### src/rtl/ptsa_pkg.sv
// Package for the pencil transpose scatter addresser.
// Holds sizes, codes, state and command types shared by all modules.
// Depends on nothing.
`default_nettype none
package ptsa_pkg;
  localparam int MAX_RANKS  = 64;
  localparam int RANK_BITS  = 6;
  localparam int DIM_BITS   = 10;
  localparam int NODE_BITS  = 6;
  localparam int MAX_FIELDS = 8;
  localparam int WPP_BITS   = 4;
  localparam int WORD_W     = 34;
  localparam int ADDR_W     = 33;
  localparam int DIMS_W     = 3 * DIM_BITS;
  localparam int GRID_W     = 3 * NODE_BITS;
  localparam int CFG_W      = 30;
  localparam int CFG_IDX_W  = 3;
  localparam int DIV_W      = DIM_BITS + NODE_BITS + 1;
  localparam int M1_W       = 2 * DIM_BITS;
  localparam int M2_W       = 3 * DIM_BITS + 1;
  localparam int SRC_W      = M2_W + 1 + WPP_BITS;
  localparam int R1_W       = 2 * NODE_BITS + 1;
  localparam int RANK_W     = 3 * NODE_BITS + 2;

  localparam logic [DIMS_W-1:0] DIMS_RESET = DIMS_W'(1049601);
  localparam logic [GRID_W-1:0] GRID_RESET = GRID_W'(4161);

  typedef enum logic [1:0] {
    ACT_CLEAR, ACT_COUNT, ACT_OFFSETS, ACT_EMIT
  } act_t;

  typedef enum logic [CFG_IDX_W-1:0] {
    CFG_IN_DIMS, CFG_OUT_DIMS, CFG_OWN_COORDS, CFG_OUT_GRID, CFG_IN_AXIS, CFG_FIELDS
  } cfg_idx_t;

  typedef enum logic [3:0] {
    ST_IDLE, ST_DISPATCH, ST_DIV, ST_RANK0, ST_RANK1, ST_READ, ST_UPDATE,
    ST_SW_RD, ST_SW_WR, ST_FINISH
  } state_t;

  typedef enum logic [3:0] {
    OP_NONE, OP_LOAD, OP_CLEAR, OP_DIV, OP_RANK0, OP_RANK1, OP_READ, OP_UPDATE,
    OP_SW_RD, OP_SW_WR, OP_FINISH
  } op_t;

  typedef struct packed {
    op_t                  op;
    logic [RANK_BITS-1:0] idx;
  } cmd_t;

  typedef struct packed {
    act_t act;
    logic out_free;
  } sts_t;
endpackage
`default_nettype wire

### src/rtl/ptsa_ctrl.sv
// Controller state machine of the pencil transpose scatter addresser.
// Sequences the datapath by commands; depends on ptsa_pkg.
`default_nettype none
module ptsa_ctrl
  import ptsa_pkg::*;
(
  input  wire logic clk,
  input  wire logic rst,
  input  wire logic in_valid,
  output logic      in_ready,
  input  wire sts_t sts,
  output cmd_t      cmd
);
  state_t               state, state_next;
  logic [RANK_BITS-1:0] cnt, cnt_next;

  always_ff @(posedge clk) begin
    if (rst) begin
      state <= ST_IDLE;
      cnt   <= '0;
    end else begin
      state <= state_next;
      cnt   <= cnt_next;
    end
  end

  always_comb begin
    state_next = state;
    cnt_next   = cnt;
    cmd.op     = OP_NONE;
    cmd.idx    = cnt;
    in_ready   = 1'b0;
    unique case (state)
      ST_IDLE: begin
        in_ready = 1'b1;
        if (in_valid) begin
          cmd.op     = OP_LOAD;
          state_next = ST_DISPATCH;
        end
      end
      ST_DISPATCH: begin
        cnt_next = '0;
        unique case (sts.act)
          ACT_CLEAR: begin
            cmd.op     = OP_CLEAR;
            state_next = ST_FINISH;
          end
          ACT_OFFSETS: state_next = ST_SW_RD;
          default:     state_next = ST_DIV;
        endcase
      end
      ST_DIV: begin
        cmd.op = OP_DIV;
        if (cnt == RANK_BITS'(DIV_W - 1)) begin
          state_next = ST_RANK0;
        end else begin
          cnt_next = cnt + 1'b1;
        end
      end
      ST_RANK0: begin
        cmd.op     = OP_RANK0;
        state_next = ST_RANK1;
      end
      ST_RANK1: begin
        cmd.op     = OP_RANK1;
        state_next = ST_READ;
      end
      ST_READ: begin
        cmd.op     = OP_READ;
        state_next = ST_UPDATE;
      end
      ST_UPDATE: begin
        cmd.op     = OP_UPDATE;
        state_next = ST_FINISH;
      end
      ST_SW_RD: begin
        cmd.op     = OP_SW_RD;
        state_next = ST_SW_WR;
      end
      ST_SW_WR: begin
        cmd.op = OP_SW_WR;
        if (cnt == RANK_BITS'(MAX_RANKS - 1)) begin
          state_next = ST_FINISH;
        end else begin
          cnt_next   = cnt + 1'b1;
          state_next = ST_SW_RD;
        end
      end
      ST_FINISH: begin
        if (sts.out_free) begin
          cmd.op     = OP_FINISH;
          state_next = ST_IDLE;
        end
      end
      default: state_next = ST_IDLE;
    endcase
  end
endmodule
`default_nettype wire

### config.mk
export PLATFORM = sky130hd
export DESIGN_NAME = ptsa_ctrl
export DESIGN_NICKNAME = d
export VERILOG_FILES = /design/src/rtl/ptsa_pkg.sv /design/src/rtl/ptsa_ctrl.sv
export SDC_FILE = /design/constraint.sdc
export NUM_CORES = 1
export LEC_CHECK = 0
export BUFFER_PORTS_ARGS = -buffer_cell sky130_fd_sc_hd__buf_4
export CORE_AREA = 2 2 42 44
export CTS_CLUSTER_SIZE = 10
export DETAILED_ROUTE_END_ITERATION = 6
export DIE_AREA = 0 0 44 46
export PLACE_DENSITY = 0.76
export SLEW_MARGIN = 20
export SYNTH_ARGS = -nofsm -noshare
export SYNTH_HDL_FRONTEND = slang
export SYNTH_SLANG_ARGS = --single-unit
export TNS_END_PERCENT = 10
### constraint.sdc
create_clock -name clk -period 4.7 [get_ports clk]
set_clock_uncertainty 0.15 [all_clocks]
set_input_delay 0 -clock clk [delete_from_list [all_inputs] [get_ports clk]]
set_output_delay 0 -clock clk [all_outputs]
set_load 0.02 [all_outputs]
== After elaboration in Yosys (flattened, before gate mapping) ==
Index checks and enable logic that the tools add are counted.
W data, S select, Z words.

* Flip-flop bits (word level): 10
* Memories: 0
* Bits in latches: 0
* Input port bits: 6
* Output and inout bits: 11
* Memory bits (read-only): 0
* RAM bits: 0

* Multipliers: 0
* Magnitude comparators: 0
* Reductions and logical operators: 5
* Divide/modulo/power cells: 0
* Equality and inequality tests: 17
* Add/subtract/negate cells: 1
* Mux-type cells: 14
* Shift operators: 0
* Bitwise gates (word level): 0

{| class="wikitable"
|+ Operators with widths
! operator !! count
|-
| $pmux W4 S10 || 2
|-
| $mux W4 || 5
|-
| $pmux W6 S3 || 1
|-
| $eq A4 B3 Y1 const B || 4
|-
| $mux W6 || 2
|-
| $ne A2 B2 Y1 const B || 5
|-
| $eq A4 B2 Y1 const B || 2
|-
| $eq A4 B4 Y1 const B || 2
|-
| $pmux W4 S2 || 1
|-
| $add A6 B1 Y6 const B || 1
|-
| $eq A6 B5 Y1 const B || 1
|-
| $eq A6 B6 Y1 const B || 1
|-
| $reduce_and A3 Y1 || 2
|-
| $eq A4 B1 Y1 const B || 1
|-
| $logic_not A4 Y1 || 1
|-
| $reduce_bool A3 Y1 || 1
|-
| $eq A2 B2 Y1 const B || 1
|-
| $logic_not A2 Y1 || 1
|-
| $mux W1 || 2
|-
| $mux W2 || 1
|}

== Logic depth before layout (Yosys ltp) ==
* Depth in word-level cells: 3
* Gate-level depth with buffers: 6

== Least setup slack after synthesis ==
No wires, ideal clock.

* Kind: reg-to-reg
* Start point: register cnt[0]
* End point: register cnt[4]
* Setup time: 0.072 ns
* Path buffers: 0
* Stages on the path, launching flop included: 6
* Slack: 2.916 ns
* Data arrival time: 1.562 ns
* Cells stage by stage: dfxtp_1 ha_1 and2_1 a211o_1 a311oi_1 mux2i_1

* Word-level cells in the longest chain between the ends: 3

{| class="wikitable"
|+ Ends and longest elaborated chain
! what !! RTL line !! RTL
|-
| start, declared || ptsa_ctrl.sv:15 || <nowiki>logic [RANK_BITS-1:0] cnt, cnt_next;</nowiki>
|-
| start signal, assigned || ptsa_ctrl.sv:23 || <nowiki>cnt <= cnt_next;</nowiki>
|-
| $add A6 B1 Y6, or another cell as far along || ptsa_ctrl.sv:57, ptsa_ctrl.sv:85 ||
|-
| $mux W6, or another cell as far along || ptsa_ctrl.sv:82 || <nowiki>if (cnt == RANK_BITS'(MAX_RANKS - 1)) begin</nowiki>
|-
| $pmux W6 S3 or $reduce_and A3 Y1 (tied branches) || n/a ||
|}

Several ways; a longest one is shown, not always the timed one. The select of a mux whose other input is x is not followed.
A chain may end at the register's enable or synchronous reset.

== Worst setup path after layout ==
* Start point: register cnt[2]
* End point: register state[0]

* Word-level cells in the longest chain between the ends: 3

{| class="wikitable"
|+ Ends and longest elaborated chain
! what !! RTL line !! RTL
|-
| $eq A6 B5 Y1 || ptsa_ctrl.sv:54 || <nowiki>if (cnt == RANK_BITS'(DIV_W - 1)) begin</nowiki>
|-
| $ne A2 B2 Y1 (no line) || n/a ||
|-
| $reduce_and A3 Y1 (no line) || n/a ||
|-
| end signal, assigned || ptsa_ctrl.sv:22 || <nowiki>state <= state_next;</nowiki>
|-
| end, declared || ptsa_ctrl.sv:14 || <nowiki>state_t state, state_next;</nowiki>
|}

No other way between the ends.

==> impl_metrics.csv <==
group,metric,value,unit
layout,antenna_cells,0,
grt,grt_pass1_vias,686,
logic_synthesis,syn-cell-area,811,µm²
timing,setup_tns,0,ps
layout,final-seq-area,200,µm²
timing,tightest_slew,661,ps
critical_path,path_buf_inv,1,
timing,finalHoldViolations,0,
die,die_area,2020,µm²
logic_synthesis,syn-mean-instance-area,7.58,µm²
grt,grt_usage,0.193,
timing,setup_viol,0,
layout,multi_input_area,559,µm²
logic_synthesis,synth-xor-area-share,0.0108,
pwr,power.total,0.000380,W
timing,fin_crit_sh,0.426,
timing,fmax,0.499,GHz
logic_synthesis,ys_async_sr_fraction,0,
critical_path,critPathSlowestCell,"dlygate4sd3_1",
timing,rsz0062_at_grt,"false",
pwr,power.density,391,nW/µm²
cts,postCtsSetupBuffers,0,
logic_synthesis,synth_top_family_by_area,"simple AND/OR/NAND/NOR gates",
cts,cts-root-buf,"clkbuf_4",
die,die_y,46,µm
layout,drive_above_1_share,0.211,
critical_path,cp-end-kind,"flip-flop",
drt,routed-via-count,799,
timing,post-route-min-period,2000,ps
logic_synthesis,postSynthCellCount,107,
logic_synthesis,synth_largest_area_cell,"dfxtp_1",
logic_synthesis,ys.flop_type,"dfxtp_1",
drt,drc,0,
cts,cts_resized,0,
critical_path,path_max_fanout,8,
critical_path,path_cells,"or3b_4 > nor3_1 > o21ai_1 > a21oi_1 > dlygate4sd3_1",
cts,clkLatencyLatePin,260,ps
cts,cts-buffers-inserted,3,
die,initial_utilization,0.502,
drt,totalWireLength,1730,µm
grt,grt_max_degree,19,
drt,ant_nets,0,
place,io_buffers,16,
critical_path,required,4760,ps
place,dp_hpwl,1250,µm
logic_synthesis,ys_ff_latch,10,
logic_synthesis,synthSimpleGateAreaFrac,0.352,
cts,cts_tree,"built",
worst_hold_path,hold_class,"input port to flip-flop",
die,ios,17,
layout,nFillCells,163,
cts,clk_pin_slew,60,ps
logic_synthesis,yosys-mux-area-fraction,0.0617,
logic_synthesis,seq_area_frac_synth,0.247,
die,rows,15,
run_status,status,"completed",
cts,clock_sinks,10,
pwr,irDropWorstVdd,0.215,mV
logic_synthesis,yosysWarnings,0,
drt,viasPerCell,5.71,
job,cap_violations,0,
grt,antenna_found_initial,0,
critical_path,crit_family,"simple AND/OR/NAND/NOR gates",
drt,drt-initial-drc-count,14,
logic_synthesis,synth_compound_area_frac,0.235,
layout,area_delta_synth_final,19.9,%
logic_synthesis,synth.top_cell.area_share,0.247,
layout,nets,133,
critical_path,worst_setup_path_start_kind,"flip-flop",
critical_path,arrival,2070,ps
cts,cts_buffer_depth,2,
critical_path,path_class,"flip-flop to flip-flop",
critical_path,critPathMaxStageDelay,550,ps
grt,grt_pass1_wl,2890,µm
timing,maxSlewHeadroom,0.557,
die,core_area,1610,µm²
logic_synthesis,syn-num-nets,115,
drt,dr.pass1.iters,4,
logic_synthesis,yosysUniqueCellTypes,38,
grt,overflow,0,
logic_synthesis,synthAdderAreaFrac,0.0309,
timing,drv_slew,0,
place,gp_congestion,0.885,
logic_synthesis,synth-edff-count,0,
drt,detail_route.wl_per_cell,12.3,µm
pwr,p_leak,0.368,nW
logic_synthesis,synth_area_leaders,"dfxtp_1 (25%), nand2b_1 (7.7%), mux2i_1 (6.2%)",
die,die_w,44,µm
cts,htreeDepth,1,
==> state kept, by name, summed over array words and instances, names as in the netlist <==
| register | count |
|---|---|
| cnt | 6 |
| state | 4 |
==> metal layers <==
layer,global-route usage,wire length (µm),up-vias,share of wire
met5,0,0,-,0
met4,0.0970,33,0,0.019
met3,0.0317,93,5,0.054
met2,0.315,783,18,0.45
met1,0.246,817,360,0.47
li1,-,-,416,-
==> final timing paths <==
check	slack, ps	end	from	cells after the start
worst max-delay path	2700	state[0]$_SDFFE_PP0P_	cnt[2]$_SDFFE_PP0P_	5
worst min-delay path	30	state[1]$_SDFFE_PP0P_	sts[2]	4
worst max register to register	2700	state[0]$_SDFFE_PP0P_	cnt[2]$_SDFFE_PP0P_	5
worst min register to register	350	cnt[5]$_SDFFE_PP0P_	cnt[5]$_SDFFE_PP0P_	2
==> placed cells by master, fill, tap and decap left out, types with 2 or more instances in the layout <==
cell type / netlist / layout
buf_4: 0 / 16
nand2_1: 12 / 12
nand2b_1: 10 / 10
dfxtp_1: 10 / 10
o21ai_1: 7 / 7
nor2_1: 5 / 5
nor3_1: 5 / 5
nor2b_1: 5 / 5
a31oi_1: 5 / 5
mux2i_1: 5 / 5
a21oi_1: 4 / 4
nand3_1: 3 / 3
inv_1: 3 / 3
a211oi_1: 3 / 3
clkbuf_4: 0 / 3
dlygate4sd3_1: 0 / 3
inv_2: 2 / 2
o32ai_1: 2 / 2
ha_1: 2 / 2
==> cell type report <==
cell class              count  area share
repair buffers             19       0.154
clock buffers               3      0.0232
multi-input cells          86       0.575
inverters                   5      0.0193
flip-flops and latches     10       0.206
well taps                  17      0.0219
==> metrics by stage <==
| stage | area, µm² | util | cells | setup WS, ps | hold WS, ps |
|---|---|---|---|---|---|
| 3_3_place_gp | 920 | 0.570 | 134 | 2820 | 85.9 |
| 6_report | 972 | 0.602 | 140 | 2700 | 33.7 |
| 5_1_grt | 972 | 0.602 | 140 | 2600 | 48.2 |
| 3_5_place_dp | 920 | 0.570 | 134 | 2790 | 88.6 |
| 2_1_floorplan | 811 | - | 107 | 2920 | 30.0 |
| 4_1_cts | 972 | 0.602 | 140 | 2720 | 39.7 |
==> what timing repair did <==
| item | CTS | global route |
|---|---|---|
| hold buffers | 3 | 0 |
| endpoints found under the hold margin | 6 | 0 |
| endpoints found under the setup margin | 0 | 0 |
==> logic make-up (layout without fill, tap and decap cells) <==
family | after synthesis | after routing
xor+xnor | 1 | 1
simple gates | 50 | 50
fa+ha+maj | 2 | 2
compound gates | 28 | 28
buf+inv | 11 | 27
flops | 10 | 10
mux | 5 | 5
==> power by group <==
group          switching, W  leakage [nW]  internal, W  total [W]
registers         0.0000353        0.0812    0.0000963   0.000132
clock network     0.0000286        0.0138    0.0000296  0.0000581
logic              0.000103         0.273    0.0000870   0.000190
==> synth_stat cells, types with 2 or more instances <==
library cell / count
nand2_1: 12
dfxtp_1: 10
nand2b_1: 10
o21ai_1: 7
a31oi_1: 5
mux2i_1: 5
nor2_1: 5
nor2b_1: 5
nor3_1: 5
a21oi_1: 4
a211oi_1: 3
inv_1: 3
nand3_1: 3
buf_1: 2
buf_2: 2
ha_1: 2
inv_2: 2
o32ai_1: 2
==> tightest hold or removal path: cells and delay by family <==
family	cells	cell delay, ps
compound gates	1	50
buf+inv	1	120
simple gates	2	220
(Power assumes the default switching activity.)
